[config.mk]
export PLATFORM = sky130hd
export DESIGN_NAME = intel_hex_record_parser_flat
export DESIGN_NICKNAME = d
export VERILOG_FILES = /design/src/sv/ihex_pkg.sv /design/src/sv/ihex_in_if.sv /design/src/sv/ihex_out_if.sv /design/src/sv/ihex_store.sv /design/src/sv/ihex_parse_core.sv /design/src/sv/ihex_out_fifo.sv /design/src/sv/intel_hex_record_parser.sv /design/src/flat_wrapper.sv
export SDC_FILE = /design/constraint.sdc
export NUM_CORES = 2
export LEC_CHECK = 0
export ABC_AREA = 1
export BUFFER_PORTS_ARGS = -buffer_cell sky130_fd_sc_hd__buf_2
export CAP_MARGIN = 40
export CORE_MARGIN = 3
export CORE_UTILIZATION = 33
export CTS_BUF_LIST = sky130_fd_sc_hd__clkbuf_2
export CTS_CLUSTER_DIAMETER = 50
export DETAILED_ROUTE_END_ITERATION = 6
export PLACE_DENSITY_LB_ADDON = 0.12
export SETUP_SLACK_MARGIN = 0.2
export SLEW_MARGIN = 20
export SYNTH_ARGS = -nofsm -noshare
export SYNTH_HDL_FRONTEND = slang
export SYNTH_SLANG_ARGS = --single-unit
[constraint.sdc]
create_clock -name clk -period 9.63 [get_ports clk]
set_input_delay 1.926 -clock clk [delete_from_list [all_inputs] [get_ports clk]]
set_output_delay 1.926 -clock clk [all_outputs]
set_load 0.03 [all_outputs]
[src/sv/ihex_pkg.sv]
// Shared types, codes and helpers for the hex record parser.
package ihex_pkg;

  typedef enum logic [1:0] {
    MODE_CHAR    = 2'd0,
    MODE_END     = 2'd1,
    MODE_READ    = 2'd2,
    MODE_RESTART = 2'd3
  } mode_t;

  typedef enum logic [2:0] {
    PH_IDLE,
    PH_COUNT,
    PH_ADDR_HI,
    PH_ADDR_LO,
    PH_TYPE,
    PH_DATA,
    PH_CHECK
  } phase_t;

  typedef enum logic [2:0] {
    ERR_NONE     = 3'd0,
    ERR_HEX      = 3'd1,
    ERR_CHECKSUM = 3'd2,
    ERR_TYPE     = 3'd3,
    ERR_CHAR     = 3'd4,
    ERR_EARLY    = 3'd5
  } err_t;

  localparam logic [7:0] CHAR_COLON = 8'h3A;
  localparam logic [7:0] CHAR_SPACE = 8'h20;
  localparam logic [7:0] REC_DATA   = 8'h00;
  localparam logic [7:0] REC_EOF    = 8'h01;

  localparam int STORE_DEPTH = 256;
  localparam int STORE_AW    = $clog2(STORE_DEPTH);

  // Output queue: deep enough to keep one beat per cycle behind the result stage while out_ch stays ready.
  localparam int OFIFO_DEPTH = 3;
  localparam int OFIFO_PW    = $clog2(OFIFO_DEPTH);
  localparam int OFIFO_CW    = $clog2(OFIFO_DEPTH + 1);

  typedef struct packed {
    logic                data_valid;
    logic [7:0]          data_byte;
    logic [15:0]         data_address;
    logic                last_of_record;
    logic                record_ready;
    logic                record_accepted;
    logic                eof_seen;
    logic [2:0]          error_code;
    logic [15:0]         end_address;
  } result_t;

  typedef struct packed {
    logic                we;
    logic [STORE_AW-1:0] waddr;
    logic [7:0]          wdata;
    logic                re;
    logic [STORE_AW-1:0] raddr;
  } store_req_t;

  // {valid, value} of an ASCII hex digit, either case.
  function automatic logic [4:0] hex_nibble(logic [7:0] c);
    logic [4:0] r;
    r = 5'd0;
    if (c inside {[8'h30:8'h39]}) begin
      r = {1'b1, c[3:0]};
    end else if (c inside {[8'h41:8'h46], [8'h61:8'h66]}) begin
      r = {1'b1, 4'(c[3:0] + 4'd9)};
    end
    return r;
  endfunction

endpackage

[src/sv/ihex_in_if.sv]
// Input channel: one text character or command per beat.
interface ihex_in_if;
  logic       valid;
  logic       ready;
  logic [1:0] mode;
  logic [7:0] char_code;

  modport source(output valid, output mode, output char_code, input ready);
  modport sink(input valid, input mode, input char_code, output ready);
endinterface

[src/sv/ihex_out_if.sv]
// Result channel: one status/data result per beat.
interface ihex_out_if;
  logic        valid;
  logic        ready;
  logic        data_valid;
  logic [7:0]  data_byte;
  logic [15:0] data_address;
  logic        last_of_record;
  logic        record_ready;
  logic        record_accepted;
  logic        eof_seen;
  logic [2:0]  error_code;
  logic [15:0] end_address;

  modport source(output valid, output data_valid, output data_byte, output data_address,
                 output last_of_record, output record_ready, output record_accepted,
                 output eof_seen, output error_code, output end_address, input ready);
  modport sink(input valid, input data_valid, input data_byte, input data_address,
               input last_of_record, input record_ready, input record_accepted,
               input eof_seen, input error_code, input end_address, output ready);
endinterface

[src/sv/ihex_store.sv]
// 256 x 8 record store, one write and one registered read port.
module ihex_store (
  input  logic                clk,
  input  ihex_pkg::store_req_t req,
  output logic [7:0]          rdata
);
  import ihex_pkg::*;

  logic [7:0] mem [STORE_DEPTH];
  logic [7:0] rdata_r;

  always_ff @(posedge clk) begin
    if (req.we) begin
      mem[req.waddr] <= req.wdata;
    end
    if (req.re) begin
      rdata_r <= mem[req.raddr];
    end
  end

  assign rdata = rdata_r;
endmodule

[src/sv/ihex_parse_core.sv]
// Record parser state, checksum, store control and result stage.
module ihex_parse_core (
  input  logic                 clk,
  input  logic                 rst_n,
  input  logic                 fire,
  input  logic [1:0]           mode,
  input  logic [7:0]           char_code,
  output ihex_pkg::store_req_t store_req,
  output logic                 res_v,
  output ihex_pkg::result_t    res
);
  import ihex_pkg::*;

  phase_t               phase_r, phase_nxt;
  logic [3:0]           hi_r, hi_nxt;
  logic                 pend_r, pend_nxt;
  logic [7:0]           count_r, count_nxt;
  logic [7:0]           rtype_r, rtype_nxt;
  logic [7:0]           sum_r, sum_nxt;
  logic [7:0]           left_r, left_nxt;
  logic [STORE_AW-1:0]  widx_r, widx_nxt;
  logic [8:0]           unread_r, unread_nxt;
  logic [STORE_AW-1:0]  ridx_r, ridx_nxt;
  logic [15:0]          addr_r, addr_nxt;
  logic                 eof_r, eof_nxt;
  err_t                 err_r, err_nxt;
  logic [15:0]          max_r, max_nxt;
  logic                 res_v_r;
  result_t              res_r, res_nxt;

  logic [4:0]  hx;
  logic [7:0]  b;
  logic [15:0] end_addr;
  logic        acc;
  logic        dv;
  logic        last;
  logic [15:0] dv_addr;

  assign hx       = hex_nibble(char_code);
  assign b        = {hi_r, hx[3:0]};
  assign end_addr = addr_r + {8'd0, count_r};

  always_comb begin
    phase_nxt  = phase_r;
    hi_nxt     = hi_r;
    pend_nxt   = pend_r;
    count_nxt  = count_r;
    rtype_nxt  = rtype_r;
    sum_nxt    = sum_r;
    left_nxt   = left_r;
    widx_nxt   = widx_r;
    unread_nxt = unread_r;
    ridx_nxt   = ridx_r;
    addr_nxt   = addr_r;
    eof_nxt    = eof_r;
    err_nxt    = err_r;
    max_nxt    = max_r;
    acc        = 1'b0;
    dv         = 1'b0;
    last       = 1'b0;
    dv_addr    = 16'd0;
    store_req  = '0;
    store_req.waddr = widx_r;
    store_req.wdata = b;
    store_req.raddr = ridx_r;

    if (fire) begin
      if (mode_t'(mode) == MODE_RESTART) begin
        phase_nxt  = PH_IDLE;
        hi_nxt     = 4'd0;
        pend_nxt   = 1'b0;
        count_nxt  = 8'd0;
        rtype_nxt  = 8'd0;
        sum_nxt    = 8'd0;
        left_nxt   = 8'd0;
        widx_nxt   = '0;
        unread_nxt = 9'd0;
        ridx_nxt   = '0;
        addr_nxt   = 16'd0;
        eof_nxt    = 1'b0;
        err_nxt    = ERR_NONE;
        max_nxt    = 16'd0;
      end else if (err_r != ERR_NONE) begin
        // sticky: hold everything
      end else if (mode_t'(mode) == MODE_CHAR) begin
        if (!eof_r) begin
          if (phase_r == PH_IDLE) begin
            if (char_code == CHAR_COLON) begin
              unread_nxt = 9'd0;
              ridx_nxt   = '0;
              sum_nxt    = 8'd0;
              pend_nxt   = 1'b0;
              hi_nxt     = 4'd0;
              phase_nxt  = PH_COUNT;
            end else if (!(char_code == CHAR_SPACE || char_code inside {[8'd9:8'd13]})) begin
              err_nxt = ERR_CHAR;
            end
          end else if (!hx[4]) begin
            err_nxt   = ERR_HEX;
            phase_nxt = PH_IDLE;
          end else if (!pend_r) begin
            hi_nxt   = hx[3:0];
            pend_nxt = 1'b1;
          end else begin
            pend_nxt = 1'b0;
            case (phase_r)
              PH_COUNT: begin
                count_nxt = b;
                sum_nxt   = sum_r + b;
                phase_nxt = PH_ADDR_HI;
              end
              PH_ADDR_HI: begin
                addr_nxt  = {b, 8'd0};
                sum_nxt   = sum_r + b;
                phase_nxt = PH_ADDR_LO;
              end
              PH_ADDR_LO: begin
                addr_nxt  = {addr_r[15:8], addr_r[7:0] | b};
                sum_nxt   = sum_r + b;
                phase_nxt = PH_TYPE;
              end
              PH_TYPE: begin
                rtype_nxt = b;
                sum_nxt   = sum_r + b;
                left_nxt  = count_r;
                widx_nxt  = '0;
                phase_nxt = (count_r != 8'd0) ? PH_DATA : PH_CHECK;
              end
              PH_DATA: begin
                store_req.we = 1'b1;
                widx_nxt     = widx_r + 1'b1;
                sum_nxt      = sum_r + b;
                left_nxt     = left_r - 8'd1;
                if (left_r == 8'd1) begin
                  phase_nxt = PH_CHECK;
                end
              end
              PH_CHECK: begin
                phase_nxt = PH_IDLE;
                if (8'(8'd0 - sum_r) != b) begin
                  err_nxt = ERR_CHECKSUM;
                end else if (rtype_r == REC_EOF) begin
                  eof_nxt = 1'b1;
                end else if (rtype_r != REC_DATA) begin
                  err_nxt = ERR_TYPE;
                end else begin
                  if (end_addr > max_r) begin
                    max_nxt = end_addr;
                  end
                  unread_nxt = {1'b0, count_r};
                  ridx_nxt   = '0;
                  acc        = 1'b1;
                end
              end
              default: begin
                phase_nxt = PH_IDLE;
              end
            endcase
          end
        end
      end else if (mode_t'(mode) == MODE_END) begin
        if (!eof_r) begin
          err_nxt = ERR_EARLY;
        end
      end else if (unread_r != 9'd0) begin
        // read one stored byte; data arrives from the store next cycle
        dv           = 1'b1;
        store_req.re = 1'b1;
        dv_addr      = addr_r;
        last         = (unread_r == 9'd1);
        ridx_nxt     = ridx_r + 1'b1;
        addr_nxt     = addr_r + 16'd1;
        unread_nxt   = unread_r - 9'd1;
      end
    end

    res_nxt.data_valid      = dv;
    res_nxt.data_byte       = 8'd0;
    res_nxt.data_address    = dv_addr;
    res_nxt.last_of_record  = last;
    res_nxt.record_ready    = (unread_nxt != 9'd0);
    res_nxt.record_accepted = acc;
    res_nxt.eof_seen        = eof_nxt;
    res_nxt.error_code      = err_nxt;
    res_nxt.end_address     = max_nxt;
  end

  always_ff @(posedge clk) begin
    if (!rst_n) begin
      phase_r  <= PH_IDLE;
      hi_r     <= 4'd0;
      pend_r   <= 1'b0;
      count_r  <= 8'd0;
      rtype_r  <= 8'd0;
      sum_r    <= 8'd0;
      left_r   <= 8'd0;
      widx_r   <= '0;
      unread_r <= 9'd0;
      ridx_r   <= '0;
      addr_r   <= 16'd0;
      eof_r    <= 1'b0;
      err_r    <= ERR_NONE;
      max_r    <= 16'd0;
      res_v_r  <= 1'b0;
    end else begin
      phase_r  <= phase_nxt;
      hi_r     <= hi_nxt;
      pend_r   <= pend_nxt;
      count_r  <= count_nxt;
      rtype_r  <= rtype_nxt;
      sum_r    <= sum_nxt;
      left_r   <= left_nxt;
      widx_r   <= widx_nxt;
      unread_r <= unread_nxt;
      ridx_r   <= ridx_nxt;
      addr_r   <= addr_nxt;
      eof_r    <= eof_nxt;
      err_r    <= err_nxt;
      max_r    <= max_nxt;
      res_v_r  <= fire;
    end
  end

  always_ff @(posedge clk) begin
    if (fire) begin
      res_r <= res_nxt;
    end
  end

  assign res_v = res_v_r;
  assign res   = res_r;

  // store is never written and read in the same cycle
  a_no_rw_collide: assert property (@(posedge clk) disable iff (!rst_n)
    !(store_req.we && store_req.re))
    else $error("store write and read in the same cycle");

  // an error holds until a restart beat
  a_err_sticky: assert property (@(posedge clk) disable iff (!rst_n)
    (err_r != ERR_NONE && !(fire && mode_t'(mode) == MODE_RESTART)) |=> $stable(err_r))
    else $error("sticky error changed without restart");
endmodule

[src/sv/ihex_out_fifo.sv]
// Small result queue between the result stage and the output channel.
module ihex_out_fifo (
  input  logic                       clk,
  input  logic                       rst_n,
  input  logic                       push,
  input  ihex_pkg::result_t          push_item,
  input  logic                       pop,
  output logic                       not_empty,
  output ihex_pkg::result_t          head,
  output logic [ihex_pkg::OFIFO_CW-1:0] count
);
  import ihex_pkg::*;

  result_t             q_r [OFIFO_DEPTH];
  logic [OFIFO_PW-1:0] wp_r, wp_nxt;
  logic [OFIFO_PW-1:0] rp_r, rp_nxt;
  logic [OFIFO_CW-1:0] cnt_r, cnt_nxt;
  logic                do_pop;

  assign do_pop = pop && (cnt_r != '0);

  always_comb begin
    wp_nxt  = wp_r;
    rp_nxt  = rp_r;
    cnt_nxt = cnt_r;
    if (push) begin
      wp_nxt = (wp_r == OFIFO_PW'(OFIFO_DEPTH - 1)) ? '0 : wp_r + 1'b1;
    end
    if (do_pop) begin
      rp_nxt = (rp_r == OFIFO_PW'(OFIFO_DEPTH - 1)) ? '0 : rp_r + 1'b1;
    end
    if (push && !do_pop) begin
      cnt_nxt = cnt_r + 1'b1;
    end else if (!push && do_pop) begin
      cnt_nxt = cnt_r - 1'b1;
    end
  end

  always_ff @(posedge clk) begin
    if (!rst_n) begin
      wp_r  <= '0;
      rp_r  <= '0;
      cnt_r <= '0;
    end else begin
      wp_r  <= wp_nxt;
      rp_r  <= rp_nxt;
      cnt_r <= cnt_nxt;
    end
  end

  always_ff @(posedge clk) begin
    if (push) begin
      q_r[wp_r] <= push_item;
    end
  end

  assign not_empty = (cnt_r != '0);
  assign head      = q_r[rp_r];
  assign count     = cnt_r;

  // upstream flow control must never overfill the queue
  a_no_overflow: assert property (@(posedge clk) disable iff (!rst_n)
    !(push && !do_pop && cnt_r == OFIFO_CW'(OFIFO_DEPTH)))
    else $error("result queue overflow");

  a_cnt_bound: assert property (@(posedge clk) disable iff (!rst_n)
    cnt_r <= OFIFO_CW'(OFIFO_DEPTH))
    else $error("result queue count out of range");
endmodule

[src/sv/intel_hex_record_parser.sv]
// Top level of the hex record parser: character parser, record store, result queue.
//
//  channel  dir  handshake     payload
//  in_ch    in   valid/ready   mode[1:0], char_code[7:0]
//  out_ch   out  valid/ready   data_valid, data_byte, data_address, last_of_record,
//                              record_ready, record_accepted, eof_seen,
//                              error_code[2:0], end_address
//
// Cycles: one beat in per cycle while in_ch.ready holds, one result beat per input beat, in order.
// Path from an input beat to out_ch: the parser state, the result stage and the
// store read register update at the input beat, and the result queue entry is
// written in the cycle after.
// Reset (rst_n low, synchronous) clears parser state and the queue; the store is
// not cleared and needs no clearing pass, since only fully written records are read.
// Stalls: in_ch.ready drops once the queue plus the result stage hold three beats.

module intel_hex_record_parser (
  input  logic          clk,
  input  logic          rst_n,
  ihex_in_if.sink       in_ch,
  ihex_out_if.source    out_ch
);
  import ihex_pkg::*;

  logic                in_fire;
  store_req_t          store_req;
  logic [7:0]          store_rdata;
  logic                res_v;
  result_t             res;
  result_t             res_full;
  result_t             head;
  logic                head_v;
  logic [OFIFO_CW-1:0] q_count;
  logic [OFIFO_CW:0]   in_flight;

  // Beats held in the result stage plus the queue; accept only when one more fits.
  assign in_flight   = {1'b0, q_count} + {{OFIFO_CW{1'b0}}, res_v};
  assign in_ch.ready = (in_flight < (OFIFO_CW + 1)'(OFIFO_DEPTH));
  assign in_fire     = in_ch.valid && in_ch.ready;

  ihex_parse_core u_core (
    .clk       (clk),
    .rst_n     (rst_n),
    .fire      (in_fire),
    .mode      (in_ch.mode),
    .char_code (in_ch.char_code),
    .store_req (store_req),
    .res_v     (res_v),
    .res       (res)
  );

  ihex_store u_store (
    .clk   (clk),
    .req   (store_req),
    .rdata (store_rdata)
  );

  // Merge the registered store read into the result; byte reads as zero on non-read beats.
  always_comb begin
    res_full           = res;
    res_full.data_byte = res.data_valid ? store_rdata : 8'd0;
  end

  ihex_out_fifo u_ofifo (
    .clk       (clk),
    .rst_n     (rst_n),
    .push      (res_v),
    .push_item (res_full),
    .pop       (out_ch.ready),
    .not_empty (head_v),
    .head      (head),
    .count     (q_count)
  );

  assign out_ch.valid           = head_v;
  assign out_ch.data_valid      = head.data_valid;
  assign out_ch.data_byte       = head.data_byte;
  assign out_ch.data_address    = head.data_address;
  assign out_ch.last_of_record  = head.last_of_record;
  assign out_ch.record_ready    = head.record_ready;
  assign out_ch.record_accepted = head.record_accepted;
  assign out_ch.eof_seen        = head.eof_seen;
  assign out_ch.error_code      = head.error_code;
  assign out_ch.end_address     = head.end_address;
endmodule

[src/flat_wrapper.sv]
// flat-port wrapper written by rule: the top's interface ports become plain ports
module intel_hex_record_parser_flat import ihex_pkg::*;
  (clk, rst_n, in_ch_valid, in_ch_mode, in_ch_char_code, in_ch_ready, out_ch_valid, out_ch_data_valid, out_ch_data_byte, out_ch_data_address, out_ch_last_of_record, out_ch_record_ready, out_ch_record_accepted, out_ch_eof_seen, out_ch_error_code, out_ch_end_address, out_ch_ready);
  ihex_in_if in_ch_i ();
  ihex_out_if out_ch_i ();
  input  logic clk;
  input  logic rst_n;
  input wire logic [$bits(in_ch_i.valid)-1:0] in_ch_valid;
  input wire logic [$bits(in_ch_i.mode)-1:0] in_ch_mode;
  input wire logic [$bits(in_ch_i.char_code)-1:0] in_ch_char_code;
  output wire logic [$bits(in_ch_i.ready)-1:0] in_ch_ready;
  output wire logic [$bits(out_ch_i.valid)-1:0] out_ch_valid;
  output wire logic [$bits(out_ch_i.data_valid)-1:0] out_ch_data_valid;
  output wire logic [$bits(out_ch_i.data_byte)-1:0] out_ch_data_byte;
  output wire logic [$bits(out_ch_i.data_address)-1:0] out_ch_data_address;
  output wire logic [$bits(out_ch_i.last_of_record)-1:0] out_ch_last_of_record;
  output wire logic [$bits(out_ch_i.record_ready)-1:0] out_ch_record_ready;
  output wire logic [$bits(out_ch_i.record_accepted)-1:0] out_ch_record_accepted;
  output wire logic [$bits(out_ch_i.eof_seen)-1:0] out_ch_eof_seen;
  output wire logic [$bits(out_ch_i.error_code)-1:0] out_ch_error_code;
  output wire logic [$bits(out_ch_i.end_address)-1:0] out_ch_end_address;
  input wire logic [$bits(out_ch_i.ready)-1:0] out_ch_ready;
  assign in_ch_i.valid = in_ch_valid;
  assign in_ch_i.mode = in_ch_mode;
  assign in_ch_i.char_code = in_ch_char_code;
  assign in_ch_ready = in_ch_i.ready;
  assign out_ch_valid = out_ch_i.valid;
  assign out_ch_data_valid = out_ch_i.data_valid;
  assign out_ch_data_byte = out_ch_i.data_byte;
  assign out_ch_data_address = out_ch_i.data_address;
  assign out_ch_last_of_record = out_ch_i.last_of_record;
  assign out_ch_record_ready = out_ch_i.record_ready;
  assign out_ch_record_accepted = out_ch_i.record_accepted;
  assign out_ch_eof_seen = out_ch_i.eof_seen;
  assign out_ch_error_code = out_ch_i.error_code;
  assign out_ch_end_address = out_ch_i.end_address;
  assign out_ch_i.ready = out_ch_ready;
  intel_hex_record_parser u_core (.clk(clk), .rst_n(rst_n), .in_ch(in_ch_i), .out_ch(out_ch_i));
endmodule
==> impl_metrics.tcl <==
set metrics [dict create \
    max_freq_ghz 0.184 \
    cp.arrival_ns 3.52 \
    ys.warnings.count 0 \
    seqCellArea_sq_um 69500 \
    hp-start "u_core.u_core.res[13]$_DFFE_PP_" \
    dp_slack_ns 3.06 \
    slowest_stage "dfxtp_2" \
    dr_wl_met2_um 151000 \
    hp-class "flop to flop" \
    top_layer "met5" \
    clockRootBuffer "clkbuf_2" \
    internal-power_w 0.0150 \
    synth_cell_types 64 \
    postLayoutCoreUtil_pct 36.9 \
    die-area_sq_um 298000 \
    pwr-share-seq_pct 51.2 \
    num_rows 197 \
    cts_tree "built" \
    path_common_cell "a21oi_1" \
    die_h_um 546 \
    post_cts_resize_count 0 \
    synth_area_leaders "edfxtp_1, o21ai_0, nor2_1" \
    postCtsSetupRepairBufs 0 \
    cp-start-kind "flop" \
    power.leakage_nw 33.8 \
    clk_pin_slew_ns 0.10 \
    gp_congestion 0.854 \
    drt_iter0_drc 6361 \
    setup_viol 0 \
    clk_latency_ns 1.72 \
    switching_share_pct 32.2 \
    status "finished clean" \
    initial_core_util_pct 33.3 \
    power_w 0.0222 \
    syn_area_sq_um 96200 \
    cp_max_fo 35 \
    grt_setup_unrepaired "no" \
    max_stage_delay_ns 0.60 \
    die_x_um 546 \
    r2r_start "u_core.u_core.ridx_r[1]$_SDFFE_PN0P_" \
    synth_top_area_cell "edfxtp_1" \
    holdPathStages 0 \
    clock-sinks 2350 \
    tightest_slew_ns 0.968 \
    multiInputGateArea_sq_um 23700 \
    layout_min_cycle_time_ns 5.44 \
    drtPass1Iterations 6 \
    rr_worst_depth 10 \
    fin_nets 8348 \
    whs_ns 0.464 \
    grt_usage_pct 20.6 \
    drv_slew 0 \
    hold_viol_final 0 \
    port_buffers 63 \
    wire_per_inst_um 25.3 \
    synth_edf_count 2240 \
    combPwrFrac_pct 16.9 \
    worst_slack_ns 4.19 \
    fin_crit_sh_pct 56.5 \
    viasPerCell 5.29 \
    grt_max_degree 178 \
    io_pins 64 \
    core_region_area_sq_um 289000 \
    finalWirelength_um 319000 \
    p_per_area_nw_per_um2 208 \
    ant_nets 0 \
    postSynthAreaPerCell_sq_um 12.1 \
    drive_gt1_share_pct 14.8 \
    antenna_found_initial 18 \
    vias 66800 \
    route.met3.wl_um 19600 \
    clock_path_buffers 4 \
    area_growth_syn_to_layout_pct 10.7 \
    async_flop_share_pct 0 \
    n_fill_cell 28500 \
    hpwl_um 190000 \
    synth_nets 8052 \
    ctsHtreeMaxLevel 6 \
    critPathKind "flop to primary output" \
    cp_cell_sequence "buf_4 -> a21oi_1 -> a21oi_1 -> buf_2" \
    crit_required_ns 7.70 \
    maxCapViolCount 0 \
    grt-ovfl-total 0 \
    ys_ff_latch 2350 \
    cts_hold_buf 0 \
    synth_top_area_share_pct 69.9 \
    pwr-share-clk_pct 31.8 \
    drcViolationCount 0 \
    cts_made_buffers 622 \
    grt_pass1_wl_um 461000 \
    ir_drop_uv 99.2 \
    grt_pass1_vias 67200 \
    worst_clock_skew_ns 0.149 \
    ys_seq_area_share_pct 72.2 \
    setup_tns_ns 0 \
    synth_ff_type "edfxtp_1" \
    end_kind "primary output" \
    timing.slew.headroom_pct 35.5 \
    postSynthCellCount 7984 \
    p_sw_w 0.00715 \
    wl_met1_um 140000 \
]
## logic make-up (layout without fill, tap and decap cells)
family / after synthesis / in the layout / share of synthesized area (%)
adder cells (fa/ha/maj): 54 / 54 / 0.718
AO/OA/AOI/OAI: 2398 / 2398 / 13.7
other: 0 / 9 / 0
XOR/XNOR: 25 / 25 / 0.227
buffers and inverters: 758 / 1511 / 3.27
flip-flops: 2350 / 2350 / 72.2
AND/OR/NAND/NOR: 2399 / 2399 / 9.93
## stage by stage
stage	area [sq um]	cells
after floorplan	96200	7984
after global placement	100000	11500
after detailed placement	101000	11500
after CTS	106000	12600
after global routing	107000	12600
final	107000	12600
## worst max-delay path: cells and delay by family, from the launching register on
family                 cells  cell delay [ns]
AO/OA/AOI/OAI              2             0.41
buffers and inverters      2             0.78
flip-flops                 1             0.60
## placed cells by master (no fill, tap or decap), types with 12 or more instances in the layout
| master | instances |
|---|---|
| nand2_2 | 20 |
| ha_1 | 52 |
| edfxtp_1 | 2240 |
| inv_1 | 189 |
| nand3_2 | 15 |
| nor3_1 | 34 |
| dfxtp_1 | 98 |
| nand2_1 | 366 |
| o21ai_1 | 24 |
| xor2_1 | 20 |
| o211ai_1 | 14 |
| inv_2 | 21 |
| buf_4 | 97 |
| nand3_1 | 59 |
| buf_2 | 68 |
| nand2_4 | 12 |
| a211oi_1 | 15 |
| clkbuf_2 | 901 |
| o21ai_0 | 1382 |
| nor2_1 | 1834 |
| o32ai_1 | 32 |
| o22ai_1 | 639 |
| clkinv_1 | 131 |
| clkinv_2 | 24 |
| a21oi_1 | 245 |
| bufinv_16 | 13 |
| buf_16 | 12 |
| nand4_1 | 16 |
| buf_12 | 23 |
## state kept, by name, summed over array words and instances, names as in the netlist, 8 cells and up, named ones only
| signal | cells |
|---|---|
| u_core.u_store.mem | 2048 |
| u_core.u_ofifo.q_r | 144 |
| u_core.u_core.res | 40 |
| u_core.u_core.addr_r | 16 |
| u_core.u_core.max_r | 16 |
| u_core.u_core.unread_r | 9 |
| u_core.u_core.count_r | 8 |
| u_core.u_core.left_r | 8 |
| u_core.u_core.ridx_r | 8 |
| u_core.u_core.rtype_r | 8 |
| u_core.u_core.sum_r | 8 |
| u_core.u_core.widx_r | 8 |
| u_core.u_store.rdata | 8 |
## final timing paths
path,to,slack [ns]
worst min-delay path,u_core.u_ofifo.q_r[2][13]$_DFFE_PP_,0.46
worst min register to register,u_core.u_ofifo.q_r[2][13]$_DFFE_PP_,0.46
worst max-delay path,out_ch_data_address[4],4.19
worst max register to register,u_core.u_store.rdata[7]$_DFFE_PP_,4.40
## per-layer routing
metal  up-vias  GRT usage (%)
met5         -              0
met4        12           6.89
met3       474           3.73
met2      2478           33.5
met1     33700           27.9
li1      30200              -
## layout make-up
cell class | instances | share of cell area, %
antenna | 9 | 0.0211
sequential | 2350 | 65.2
clock buffer | 901 | 4.23
inverter | 229 | 0.856
multi-input combinational | 4876 | 22.3
clock inverter | 180 | 1.08
tap | 3880 | 4.56
timing repair buffer | 201 | 1.75
## synthesized netlist by cell type, drive strengths merged (2+ instances only)
| cell type | n |
|---|---|
| clkinv | 23 |
| a21oi | 248 |
| o221ai | 2 |
| o31ai | 3 |
| xnor2 | 5 |
| o22ai | 639 |
| o211ai | 19 |
| a211oi | 15 |
| or2 | 3 |
| nand4 | 18 |
| edfxtp | 2240 |
| o21ai | 1408 |
| ha | 52 |
| o2111ai | 2 |
| a31oi | 11 |
| nor4 | 4 |
| nand3b | 6 |
| clkbuf | 345 |
| buf | 184 |
| o32ai | 32 |
| nor3 | 41 |
| xor2 | 20 |
| and2 | 4 |
| nor3b | 2 |
| fa | 2 |
| a21boi | 4 |
| dfxtp | 110 |
| nand3 | 74 |
| inv | 206 |
| o21bai | 3 |
| nor2 | 1848 |
| a32oi | 2 |
| o21a | 3 |
| nand2 | 399 |
| a221oi | 2 |
## power groups by stage
stage	clock network [W]	logic [W]	registers (W)
after global placement	0	0.00373	0.0116
after CTS	0.00733	0.00373	0.0114
after floorplan	0	0.00228	0.0116
after global routing	0.00788	0.00407	0.0114
after detailed placement	0	0.00372	0.0116
final	0.00707	0.00376	0.0114
No activity file was read; power rests on OpenSTA's default activity.
